File: src/iti_pkg.sv
// ----------------------------------------------------------------------------
// iti_pkg: shared types and constants for the iron thermostat idle manager
// Holds field widths, register indexes, converter scaling and the structs
// that pass between the register file, the control core and the top level.
// ----------------------------------------------------------------------------
package iti_pkg;

  // Converter resolution
  localparam int ADC_BITS = 10;

  // Field widths
  localparam int TEMP_W   = 9;
  localparam int SMIN_W   = 3;
  localparam int OMIN_W   = 4;
  localparam int HYST_W   = 6;
  localparam int TICK_W   = 16;
  localparam int MEAS_W   = 10;
  localparam int CFG_W    = 16;
  localparam int CFG_IDX_W = 3;

  // Register indexes
  localparam logic [CFG_IDX_W-1:0] REG_SETPOINT       = 3'd0;
  localparam logic [CFG_IDX_W-1:0] REG_SLEEP_SETPOINT = 3'd1;
  localparam logic [CFG_IDX_W-1:0] REG_SLEEP_MINUTES  = 3'd2;
  localparam logic [CFG_IDX_W-1:0] REG_OFF_MINUTES    = 3'd3;
  localparam logic [CFG_IDX_W-1:0] REG_HYSTERESIS     = 3'd4;
  localparam logic [CFG_IDX_W-1:0] REG_TICKS_PER_MIN  = 3'd5;

  // Register reset values
  localparam logic [TEMP_W-1:0] RST_SETPOINT       = 9'd50;
  localparam logic [TEMP_W-1:0] RST_SLEEP_SETPOINT = 9'd180;
  localparam logic [SMIN_W-1:0] RST_SLEEP_MINUTES  = 3'd1;
  localparam logic [OMIN_W-1:0] RST_OFF_MINUTES    = 4'd1;
  localparam logic [HYST_W-1:0] RST_HYSTERESIS     = 6'd4;
  localparam logic [TICK_W-1:0] RST_TICKS_PER_MIN  = 16'd60000;

  // Setpoint limits, sleep minute ceiling and docked minute ceiling
  localparam logic [TEMP_W-1:0] SETPOINT_MIN  = 9'd50;
  localparam logic [TEMP_W-1:0] SETPOINT_MAX  = 9'd450;
  localparam logic [SMIN_W-1:0] SLEEP_MIN_MAX = 3'd5;
  localparam logic [OMIN_W-1:0] MINUTES_MAX   = 4'd15;

  // Temperature scaling: floor(adc * 98 / 100) as adc * 513803 >> 19
  localparam int MEAS_MULT  = 513803;
  localparam int MEAS_SHIFT = 19;
  localparam int MEAS_MULT_W = 20;
  localparam int QUOT_W     = ADC_BITS + 2;
  localparam int PROD_W     = MEAS_SHIFT + QUOT_W;
  localparam logic [QUOT_W-1:0] MEAS_MAX = QUOT_W'(1023);

  typedef struct packed {
    logic [TEMP_W-1:0] setpoint;
    logic [TEMP_W-1:0] sleep_setpoint;
    logic [SMIN_W-1:0] sleep_minutes;
    logic [OMIN_W-1:0] off_minutes;
    logic [HYST_W-1:0] hysteresis;
    logic [TICK_W-1:0] ticks_per_minute;
  } cfg_t;

  typedef struct packed {
    logic                docked;
    logic                off_button;
    logic [ADC_BITS-1:0] adc_sample;
  } item_t;

  typedef struct packed {
    logic              heater_on;
    logic              power_off;
    logic              backlight_on;
    logic              asleep;
    logic [SMIN_W-1:0] sleep_left;
    logic [OMIN_W-1:0] off_left;
    logic [MEAS_W-1:0] measured_temp;
  } result_t;

endpackage

File: src/iti_if.sv
// ----------------------------------------------------------------------------
// iti_if: tick and result channels
// Valid/ready channels carrying one tick sample in and one control result out.
// ----------------------------------------------------------------------------
interface iti_in_if import iti_pkg::*; ();
  logic                valid;
  logic                ready;
  logic                docked;
  logic                off_button;
  logic [ADC_BITS-1:0] adc_sample;

  modport source (output valid, docked, off_button, adc_sample, input ready);
  modport sink   (input valid, docked, off_button, adc_sample, output ready);
endinterface

interface iti_out_if import iti_pkg::*; ();
  logic              valid;
  logic              ready;
  logic              heater_on;
  logic              power_off;
  logic              backlight_on;
  logic              asleep;
  logic [SMIN_W-1:0] sleep_left;
  logic [OMIN_W-1:0] off_left;
  logic [MEAS_W-1:0] measured_temp;

  modport source (output valid, heater_on, power_off, backlight_on, asleep,
                  sleep_left, off_left, measured_temp, input ready);
  modport sink   (input valid, heater_on, power_off, backlight_on, asleep,
                  sleep_left, off_left, measured_temp, output ready);
endinterface

File: src/iron_thermostat_idle_manager.sv
// ----------------------------------------------------------------------------
// iron_thermostat_idle_manager: soldering iron thermostat with idle handling
// Input register, control core with combinational result, and output register.
//
//   channel   direction  payload
//   in_item   in         docked, off_button, adc_sample
//   result    out        heater_on, power_off, backlight_on, asleep,
//                        sleep_left, off_left, measured_temp
//   cfg_*     in         write enable, register index, write data
//
// One transaction per cycle sustained while the result channel is ready; a
// sample is taken into the input register, then its result into the output
// register, from which it leaves when the receiver is ready.
// Reset clears the control state and loads the register defaults; no sweep.
// A stalled result holds in the output register while the input register
// still takes one more sample; the core steps only when the result can move.
// ----------------------------------------------------------------------------
module iron_thermostat_idle_manager import iti_pkg::*; (
  input  logic                 clk,
  input  logic                 rst,
  iti_in_if.sink               in_item,
  iti_out_if.source            result,
  input  logic                 cfg_write_en,
  input  logic [CFG_IDX_W-1:0] cfg_index,
  input  logic [CFG_W-1:0]     cfg_data
);

  cfg_t    cfg;
  item_t   s1_item;
  logic    s1_valid;
  result_t core_res, out_res;
  logic    out_valid;
  logic    advance;

  iti_cfg_regs u_cfg_regs (
    .clk          (clk),
    .rst          (rst),
    .cfg_write_en (cfg_write_en),
    .cfg_index    (cfg_index),
    .cfg_data     (cfg_data),
    .cfg          (cfg)
  );

  iti_core u_core (
    .clk  (clk),
    .rst  (rst),
    .step (advance),
    .item (s1_item),
    .cfg  (cfg),
    .res  (core_res)
  );

  // Move a sample into the output register when it is free
  assign advance       = s1_valid && (!out_valid || result.ready);
  assign in_item.ready = !s1_valid || advance;

  // Input register
  always_ff @(posedge clk) begin
    if (rst) begin
      s1_valid <= 1'b0;
    end else if (in_item.ready) begin
      s1_valid <= in_item.valid;
    end
  end

  always_ff @(posedge clk) begin
    if (in_item.valid && in_item.ready) begin
      s1_item.docked     <= in_item.docked;
      s1_item.off_button <= in_item.off_button;
      s1_item.adc_sample <= in_item.adc_sample;
    end
  end

  // Output register
  always_ff @(posedge clk) begin
    if (rst) begin
      out_valid <= 1'b0;
    end else if (advance) begin
      out_valid <= 1'b1;
    end else if (result.ready) begin
      out_valid <= 1'b0;
    end
  end

  always_ff @(posedge clk) begin
    if (advance) begin
      out_res <= core_res;
    end
  end

  // Drive the result channel
  assign result.valid         = out_valid;
  assign result.heater_on     = out_res.heater_on;
  assign result.power_off     = out_res.power_off;
  assign result.backlight_on  = out_res.backlight_on;
  assign result.asleep        = out_res.asleep;
  assign result.sleep_left    = out_res.sleep_left;
  assign result.off_left      = out_res.off_left;
  assign result.measured_temp = out_res.measured_temp;

endmodule

File: src/iti_cfg_regs.sv
// ----------------------------------------------------------------------------
// iti_cfg_regs: configuration register file
// Six write-only registers loaded by index; fields are truncated to width.
// ----------------------------------------------------------------------------
module iti_cfg_regs import iti_pkg::*; (
  input  logic                 clk,
  input  logic                 rst,
  input  logic                 cfg_write_en,
  input  logic [CFG_IDX_W-1:0] cfg_index,
  input  logic [CFG_W-1:0]     cfg_data,
  output cfg_t                 cfg
);

  // Load the addressed register
  always_ff @(posedge clk) begin
    if (rst) begin
      cfg.setpoint         <= RST_SETPOINT;
      cfg.sleep_setpoint   <= RST_SLEEP_SETPOINT;
      cfg.sleep_minutes    <= RST_SLEEP_MINUTES;
      cfg.off_minutes      <= RST_OFF_MINUTES;
      cfg.hysteresis       <= RST_HYSTERESIS;
      cfg.ticks_per_minute <= RST_TICKS_PER_MIN;
    end else if (cfg_write_en) begin
      case (cfg_index)
        REG_SETPOINT:       cfg.setpoint         <= cfg_data[TEMP_W-1:0];
        REG_SLEEP_SETPOINT: cfg.sleep_setpoint   <= cfg_data[TEMP_W-1:0];
        REG_SLEEP_MINUTES:  cfg.sleep_minutes    <= cfg_data[SMIN_W-1:0];
        REG_OFF_MINUTES:    cfg.off_minutes      <= cfg_data[OMIN_W-1:0];
        REG_HYSTERESIS:     cfg.hysteresis       <= cfg_data[HYST_W-1:0];
        REG_TICKS_PER_MIN:  cfg.ticks_per_minute <= cfg_data[TICK_W-1:0];
        default: ;
      endcase
    end
  end

endmodule

File: src/iti_core.sv
// ----------------------------------------------------------------------------
// iti_core: thermostat and docked-idle control
// Scales the sample to degrees, runs the docked minute timer, picks the
// active target and applies the hysteresis heater rule and power-off latch.
// State advances once per transaction when step is high.
// ----------------------------------------------------------------------------
module iti_core import iti_pkg::*; (
  input  logic    clk,
  input  logic    rst,
  input  logic    step,
  input  item_t   item,
  input  cfg_t    cfg,
  output result_t res
);

  logic              tracking, tracking_next;
  logic [TICK_W-1:0] tick_count, tick_count_next;
  logic [OMIN_W-1:0] minutes_docked, minutes_docked_next;
  logic              heater_state, heater_state_next;
  logic              power_latch, power_latch_next;

  logic [PROD_W-1:0] prod;
  logic [QUOT_W-1:0] quot;
  logic [MEAS_W-1:0] measured;
  logic [TEMP_W-1:0] work_target, target;
  logic [SMIN_W-1:0] slp_cfg, sleep_left;
  logic [OMIN_W-1:0] off_left;
  logic [TICK_W-1:0] tpm;
  logic [TICK_W:0]   tick_inc;
  logic              asleep;
  logic              heat_on_cond, heat_off_cond;

  // Scale the converter reading: floor(adc * 98 / 100), saturate at 1023
  always_comb begin
    prod = PROD_W'(item.adc_sample) * PROD_W'(MEAS_MULT_W'(MEAS_MULT));
    quot = prod[MEAS_SHIFT +: QUOT_W];
    measured = (quot > MEAS_MAX) ? MEAS_MAX[MEAS_W-1:0] : quot[MEAS_W-1:0];
  end

  // Clamp configuration values
  always_comb begin
    work_target = (cfg.setpoint < SETPOINT_MIN || cfg.setpoint > SETPOINT_MAX)
                  ? SETPOINT_MIN : cfg.setpoint;
    slp_cfg = (cfg.sleep_minutes > SLEEP_MIN_MAX) ? SLEEP_MIN_MAX : cfg.sleep_minutes;
    tpm = (cfg.ticks_per_minute == '0) ? TICK_W'(1) : cfg.ticks_per_minute;
  end

  // Advance the docked timer
  always_comb begin
    tick_inc            = {1'b0, tick_count} + (TICK_W+1)'(1);
    tracking_next       = 1'b0;
    tick_count_next     = '0;
    minutes_docked_next = '0;
    if (item.docked) begin
      tracking_next = 1'b1;
      if (tracking) begin
        if (tick_inc >= {1'b0, tpm}) begin
          minutes_docked_next = (minutes_docked < MINUTES_MAX)
                                ? minutes_docked + OMIN_W'(1) : minutes_docked;
        end else begin
          tick_count_next     = tick_inc[TICK_W-1:0];
          minutes_docked_next = minutes_docked;
        end
      end
    end
  end

  // Remaining minutes, sleep and target selection
  always_comb begin
    if (tracking_next) begin
      sleep_left = ({1'b0, slp_cfg} > minutes_docked_next)
                   ? SMIN_W'({1'b0, slp_cfg} - minutes_docked_next) : '0;
      off_left   = (cfg.off_minutes > minutes_docked_next)
                   ? cfg.off_minutes - minutes_docked_next : '0;
    end else begin
      sleep_left = slp_cfg;
      off_left   = cfg.off_minutes;
    end
    asleep = tracking_next && (sleep_left == '0);
    target = asleep ? cfg.sleep_setpoint : work_target;
  end

  // Heater hysteresis rule and power-off latch
  always_comb begin
    heat_on_cond  = ({1'b0, measured} + (MEAS_W+1)'(cfg.hysteresis))
                    <= (MEAS_W+1)'(target);
    heat_off_cond = (MEAS_W+1)'(measured)
                    >= ((MEAS_W+1)'(target) + (MEAS_W+1)'(cfg.hysteresis));
    heater_state_next = heat_off_cond ? 1'b0 : (heat_on_cond ? 1'b1 : heater_state);
    power_latch_next  = power_latch || item.off_button ||
                        (tracking_next && (off_left == '0));
  end

  // Result fields
  always_comb begin
    res.heater_on     = heater_state_next;
    res.power_off     = power_latch_next;
    res.backlight_on  = !asleep;
    res.asleep        = asleep;
    res.sleep_left    = sleep_left;
    res.off_left      = off_left;
    res.measured_temp = measured;
  end

  // Hold state between transactions
  always_ff @(posedge clk) begin
    if (rst) begin
      tracking       <= 1'b0;
      tick_count     <= '0;
      minutes_docked <= '0;
      heater_state   <= 1'b0;
      power_latch    <= 1'b0;
    end else if (step) begin
      tracking       <= tracking_next;
      tick_count     <= tick_count_next;
      minutes_docked <= minutes_docked_next;
      heater_state   <= heater_state_next;
      power_latch    <= power_latch_next;
    end
  end

endmodule

File: src/flat_wrapper.sv
// flat-port wrapper written by rule: the top's interface ports become plain ports
module iron_thermostat_idle_manager_flat import iti_pkg::*;
  (clk, rst, cfg_write_en, cfg_index, cfg_data, in_item_valid, in_item_docked, in_item_off_button, in_item_adc_sample, in_item_ready, result_valid, result_heater_on, result_power_off, result_backlight_on, result_asleep, result_sleep_left, result_off_left, result_measured_temp, result_ready);
  iti_in_if in_item_i ();
  iti_out_if result_i ();
  input  logic clk;
  input  logic rst;
  input  logic cfg_write_en;
  input  logic [CFG_IDX_W-1:0] cfg_index;
  input  logic [CFG_W-1:0] cfg_data;
  input wire logic [$bits(in_item_i.valid)-1:0] in_item_valid;
  input wire logic [$bits(in_item_i.docked)-1:0] in_item_docked;
  input wire logic [$bits(in_item_i.off_button)-1:0] in_item_off_button;
  input wire logic [$bits(in_item_i.adc_sample)-1:0] in_item_adc_sample;
  output wire logic [$bits(in_item_i.ready)-1:0] in_item_ready;
  output wire logic [$bits(result_i.valid)-1:0] result_valid;
  output wire logic [$bits(result_i.heater_on)-1:0] result_heater_on;
  output wire logic [$bits(result_i.power_off)-1:0] result_power_off;
  output wire logic [$bits(result_i.backlight_on)-1:0] result_backlight_on;
  output wire logic [$bits(result_i.asleep)-1:0] result_asleep;
  output wire logic [$bits(result_i.sleep_left)-1:0] result_sleep_left;
  output wire logic [$bits(result_i.off_left)-1:0] result_off_left;
  output wire logic [$bits(result_i.measured_temp)-1:0] result_measured_temp;
  input wire logic [$bits(result_i.ready)-1:0] result_ready;
  assign in_item_i.valid = in_item_valid;
  assign in_item_i.docked = in_item_docked;
  assign in_item_i.off_button = in_item_off_button;
  assign in_item_i.adc_sample = in_item_adc_sample;
  assign in_item_ready = in_item_i.ready;
  assign result_valid = result_i.valid;
  assign result_heater_on = result_i.heater_on;
  assign result_power_off = result_i.power_off;
  assign result_backlight_on = result_i.backlight_on;
  assign result_asleep = result_i.asleep;
  assign result_sleep_left = result_i.sleep_left;
  assign result_off_left = result_i.off_left;
  assign result_measured_temp = result_i.measured_temp;
  assign result_i.ready = result_ready;
  iron_thermostat_idle_manager u_core (.clk(clk), .rst(rst), .in_item(in_item_i), .result(result_i), .cfg_write_en(cfg_write_en), .cfg_index(cfg_index), .cfg_data(cfg_data));
endmodule
File: config.mk
export PLATFORM = sky130hd
export DESIGN_NAME = iron_thermostat_idle_manager_flat
export DESIGN_NICKNAME = d
export VERILOG_FILES = /design/src/iti_pkg.sv /design/src/iti_if.sv /design/src/iron_thermostat_idle_manager.sv /design/src/iti_cfg_regs.sv /design/src/iti_core.sv /design/src/flat_wrapper.sv
export SDC_FILE = /design/constraint.sdc
export NUM_CORES = 1
export LEC_CHECK = 0
export ABC_AREA = 1
export BUFFER_PORTS_ARGS = -buffer_cell sky130_fd_sc_hd__buf_2
export CAP_MARGIN = 20
export CORE_MARGIN = 3
export CORE_UTILIZATION = 45
export CTS_CLUSTER_SIZE = 12
export DETAILED_ROUTE_END_ITERATION = 10
export SLEW_MARGIN = 20
export SYNTH_ARGS = -nofsm -noshare
export SYNTH_HDL_FRONTEND = slang
export SYNTH_SLANG_ARGS = --single-unit
File: constraint.sdc
create_clock -name clk -period 7.9 [get_ports clk]
set_clock_uncertainty 0.05 [all_clocks]
set_input_delay 1.58 -clock clk [delete_from_list [all_inputs] [get_ports clk]]
set_output_delay 1.58 -clock clk [all_outputs]
set_load 0.005 [all_outputs]
=== Yosys cells after proc, flatten, opt, wreduce, memory -nomap -nowiden ===
Cells that the tools add are included.

* Bits in registers: 105
* Output and inout bits: 23

* Add/sub/neg operators: 6
* Multipliers: 1
* Equal/unequal tests: 5
* Mux-type cells: 20
* Reductions and logical operators: 23
* Magnitude comparators: 9

{| class="wikitable"
|+ Operator list
! kind !! number
|-
| 16-bit 2-to-1 mux || 4
|-
| 10-bit by 19-bit multiplier with 29-bit output, second input constant || 1
|-
| 4-bit 2-to-1 mux || 6
|-
| 9-bit 2-to-1 mux || 2
|-
| 16-bit by 1-bit adder with 17-bit output, second input constant || 1
|-
| 17-bit by 16-bit >= comparator with 1-bit output || 1
|-
| 16-bit logical NOT || 1
|-
| 2-bit AND reduction || 6
|-
| 10-bit by 6-bit adder with 11-bit output || 1
|-
| 11-bit by 9-bit <= comparator with 1-bit output || 1
|-
| 9-bit by 6-bit adder with 10-bit output || 1
|-
| 10-bit >= comparator || 1
|-
| 9-bit greater-than comparator, second input constant || 1
|-
| 9-bit by 6-bit less-than comparator with 1-bit output, second input constant || 1
|-
| 3-bit 2-to-1 mux || 3
|-
| 3-bit by 2-bit equality test with 1-bit output, second input constant || 2
|-
| 3-bit equality test, second input constant || 2
|-
| 3-bit logical NOT || 2
|-
| 1-bit logical OR || 5
|-
| 1-bit 2-to-1 mux || 5
|-
| 4-bit by 1-bit adder with 4-bit output, second input constant || 1
|-
| 3-bit by 4-bit greater-than comparator with 1-bit output || 1
|-
| 4-bit greater-than comparator || 1
|-
| 1-bit logical AND || 4
|-
| other kinds (8) || 10
|}

=== Longest topological paths before layout ===
* Word-level depth: 15
* Depth in mapped cells: 49

=== By module ===
A second synthesis with hierarchy kept.

* Cells, all modules: 1,273
* Area total of the unflattened synthesis: 9,909.5 µm²

{| class="wikitable"
|+ By module, submodules not included
! module !! sequential area each (µm²) !! instances !! cells an instance !! area each (µm²)
|-
| iti_core || 460.4 || 1 || 963 || 6,932.9
|-
| iti_cfg_regs || 940.9 || 1 || 265 || 1,894.3
|-
| iron_thermostat_idle_manager || 1,031.0 || 1 || 45 || 1,082.3
|}

=== Least setup slack after synthesis ===
OpenSTA, ideal clock, no wires.

* Kind: reg2reg
* Start point: reg u_core.s1_item[7] (netlist name)
* End point: reg u_core.out_res (netlist bit u_core.result.heater_on) (data pin)
* Setup time: 251 ps
* Cell stages (with the launch flop): 35
* Arrival time: 6,957 ps
* Setup slack: 643 ps
* Clock period less this slack: 7,257 ps
* Path buffers: 0
* Required time: 7,599 ps
* Cell sequence: edfxtp_1 -> fa_1 -> inv_1 -> fa_1 -> fa_1 -> inv_1 -> fa_1 -> fa_1 -> ha_1 -> nand2_1 -> nor2_1 -> nand4_1 -> o21bai_1 -> xor2_1 -> ha_1 -> inv_1 -> fa_1 -> o31ai_1 -> a21o_1 -> a21oi_1 -> or2_2 -> nor2_1 -> xor2_1 -> ha_1 -> nand2_1 -> inv_1 -> nand2_1 -> o211ai_1 -> o31ai_1 -> nand2_1 -> inv_1 -> nand2_1 -> nand2_1 -> nand2_1 -> inv_1

{| class="wikitable"
|+ RTL lines
! element !! line !! RTL
|-
| from (decl) || iron_thermostat_idle_manager.sv:29 || <nowiki>item_t s1_item;</nowiki>
|-
| to (signal assigned) || iron_thermostat_idle_manager.sv:87 || <nowiki>out_res <= core_res;</nowiki>
|-
| to (decl) || iron_thermostat_idle_manager.sv:31 || <nowiki>result_t core_res, out_res;</nowiki>
|}

==> flow_summary.json <==
{
  "status": "finished clean",
  "yosys-top-cells-area": "ha_1 (18%), dfxtp_1 (15%), fa_1 (13%), edfxtp_1 (10%), inv_1 (8.7%)",
  "htreeDepth": 3,
  "clkLatencyLatePin_ps": 370,
  "antenna_found_initial": 0,
  "synth_top_family_by_area": "adder cells",
  "core-area_um2": 20600,
  "grt_usage_pct": 19.8,
  "startpoint_type": "flip-flop",
  "hold_violations": 0,
  "synth_top_area_cell": "ha_1",
  "start_util_pct": 46.5,
  "dieWidth_um": 152,
  "drtPass1Iterations": 5,
  "dpl-instance-area_um2": 10200,
  "arrival_ps": 7540,
  "crit_slowest_cell": "fa_2",
  "power.density_nw_per_um2": 441,
  "synth-async-reset-ratio_pct": 0,
  "synth-xor-area-share_pct": 3.20,
  "drtIter0Drc": 476,
  "clk_pin_slew_ps": 80,
  "diodes": 0,
  "syn_area_per_cell_um2": 7.98,
  "grt-ovfl-total": 0,
  "synth-edff-count": 33,
  "cts_tree": "built",
  "grt_pass1_vias": 7457,
  "dp.cells": 1518,
  "vdd_ir_drop_max_v": 0.000305,
  "drive_gt1_share_pct": 10.8,
  "synthAdderAreaFrac_pct": 31.3,
  "yosysWarnings": 0,
  "drc_errors": 0,
  "path_class": "flip-flop to flip-flop",
  "wl_um": 22500,
  "synthCells": 1199,
  "gp_congestion": 0.893,
  "critPathMaxFanout": 4,
  "syn_nets": 1437,
  "max_freq_ghz": 0.134,
  "nNetsFinal": 1505,
  "fin_crit_sh_pct": 94.4,
  "yosys.area_share.simple_pct": 18.5,
  "root_buffer": "clkbuf_16",
  "cpMostUsedCell": "nand2_1",
  "hpwl_um": 18600,
  "setup_viol": 0,
  "design_area_um2": 10600,
  "nFillCells": 2047,
  "via_count": 7642,
  "synthDistinctLibCells": 43,
  "cap_violations": 0,
  "tightest_slew_ps": 932,
  "drv_slew": 0,
  "fin_cells": 1542,
  "via_per_inst": 4.96,
  "synth_seq_cells": 105,
  "dieArea_um2": 23000,
  "grt_max_degree": 51,
  "ys_seq_area_share_pct": 25.4,
  "drtAntennaViolNets": 0,
  "synth_flop_cell": "dfxtp_1",
  "cp.required_ps": 7980,
  "cp-end-kind": "flip-flop",
  "port_buffers": 58,
  "dieHeight_um": 152,
  "num_io_pins": 59,
  "maxSlewHeadroom_pct": 37.6,
  "areaGrowthSynthToFinish_pct": 11.0,
  "min_period_ps": 7460,
  "muxShareOfSynthArea_pct": 0,
  "static-leakage-power_nw": 5.31,
  "netlist.area_leader.share_pct": 18.3,
  "grt_pass1_wl_um": 37300,
  "syn-cell-area_um2": 9570,
  "detail_route.wl_per_cell_um": 14.6,
  "slowest_delay_ps": 600,
  "synth_compound_area_share_pct": 11.8,
  "cts_buffer_depth": 2,
  "hold_class": "flip-flop to flip-flop",
  "rows": 52,
  "cts_sinks": 105,
  "numCtsBuffers": 9,
  "fin_setup_tns_ps": 0
}
## kinds of logic after synthesis
kind of cell,count (synthesis)
AO/OA/AOI/OAI,199
XOR/XNOR,35
adder cells (fa/ha/maj),202
buffers and inverters,247
flip-flops,105
AND/OR/NAND/NOR,411
## cell usage in the layout, fill, tap and decap left out, types with 2 or more instances in the layout
cell and instances:
inv_1 222, nand2_1 219, ha_1 138, nor2_1 100
a21oi_1 90, dfxtp_1 72, o21ai_0 60, fa_1 60
buf_2 58, nand3_1 41, edfxtp_1 33, xor2_1 24
buf_4 16, nand4_1 12, xnor2_1 10, o211ai_1 10
nand2_2 9, a21o_1 9, clkbuf_16 9, o21ai_2 6
nor4_1 6, inv_2 6, o21bai_1 5, a31oi_1 5
nor2_2 4, nor3_1 4, nand3_2 3, or2_2 3
nand3_4 3, inv_6 3, nand3b_1 2, a41oi_1 2
o22ai_1 2, nor4_2 2, fa_2 2
## synth_stat cells, types with 2 or more instances
| cell type | instances |
|---|---|
| o21bai_1 | 5 |
| a21o_1 | 9 |
| or2_2 | 3 |
| xnor2_1 | 11 |
| o21ai_0 | 62 |
| o21ai_2 | 5 |
| nor2_1 | 101 |
| nand3b_1 | 2 |
| clkbuf_1 | 15 |
| nor4_1 | 8 |
| o22ai_1 | 2 |
| o31ai_1 | 2 |
| nor3_1 | 5 |
| o211ai_1 | 10 |
| xor2_1 | 24 |
| dfxtp_1 | 72 |
| nand4_1 | 12 |
| inv_2 | 6 |
| nand3_2 | 3 |
| nand2_1 | 219 |
| inv_1 | 222 |
| nor2_2 | 3 |
| edfxtp_1 | 33 |
| a21oi_1 | 91 |
| a41oi_1 | 2 |
| nand3_1 | 41 |
| a31oi_1 | 5 |
| fa_1 | 62 |
| nand3_4 | 3 |
| nand2_2 | 9 |
| ha_1 | 140 |
## timing repair
| action | 4_1_cts | 5_1_grt |
|---|---|---|
| setup endpoints to repair | 0 | 2 |
| hold buffers | 0 | 0 |
| gates resized for setup | 0 | 15 |
| buffers inserted | 0 | 8 |
## state kept, by name (all words and copies together) (netlist names)
name and flops:
u_core.u_cfg_regs.cfg 47, u_core.u_core.tick_count 16, u_core.s1_item 12, u_core.result.measured_temp 10, u_core.result.off_left 4, u_core.u_core.minutes_docked 4
u_core.result.sleep_left 3, u_core.result.asleep 1, u_core.result.backlight_on 1, u_core.result.heater_on 1, u_core.result.power_off 1, u_core.result.valid 1
u_core.s1_valid 1, u_core.u_core.heater_state 1, u_core.u_core.power_latch 1, u_core.u_core.tracking 1
## power breakdown
part / switching [mW] / internal (mW)
Sequential: 0.0222 / 0.656
Clock: 0.238 / 0.227
Combinational: 2.13 / 1.41
## area by class of cell
class                   instances  area [um2]  share of cell area, %
multi-input cells             847        6270                   59.0
flip-flops and latches        105        2430                   22.9
inverters                     230         865                   8.14
repair buffers                 74         410                   3.87
well taps                     270         338                   3.18
clock buffers                   9         225                   2.12
clock inverters                 7        78.8                  0.743
## final timing paths
check | startpoint | end | slack (ps) | depth (start not counted)
max reg2reg | u_core.s1_item[9] | u_core.result.heater_on | 440 | 34
min reg2reg | u_core.u_cfg_regs.cfg[25] | u_core.u_cfg_regs.cfg[25] | 430 | 2
min | u_core.u_cfg_regs.cfg[25] | u_core.u_cfg_regs.cfg[25] | 430 | 2
max | u_core.s1_item[9] | u_core.result.heater_on | 440 | 34
## metal layers
metal / up-vias / global-route usage, % / part of all wire, %
met1: 3488 / 27.2 / 48
li1: 4011 / - / -
met3: 21 / 2.33 / 3.4
met5: - / 0 / 0
met2: 122 / 33.6 / 47
met4: 0 / 4.84 / 1.4
## metrics by stage
| stage | setup WS (ps) | total power [mW] | util [%] | hold WS (ps) |
|---|---|---|---|---|
| after floorplan | 643 | 3.15 | - | 379 |
| final | 439 | 4.68 | 51.6 | 427 |
| after global placement | 306 | 4.03 | 49.5 | 397 |
| after detailed placement | 135 | 4.02 | 49.5 | 412 |
| after CTS | 115 | 4.51 | 51.0 | 429 |
| after global routing | -7.53 | 5.22 | 51.6 | 452 |
## worst max-delay path: cells and delay by family (launching register included)
family                     cells  cell delay [ps]
xor gates and xnor gates       2              370
buffers and inverters          6              320
adders and majority gates      9             3900
AOI/OAI and AO/OA              6             1010
DFF                            1              430
and+or+nand+nor               11             1140
No activity file was read; power rests on OpenSTA's default activity.
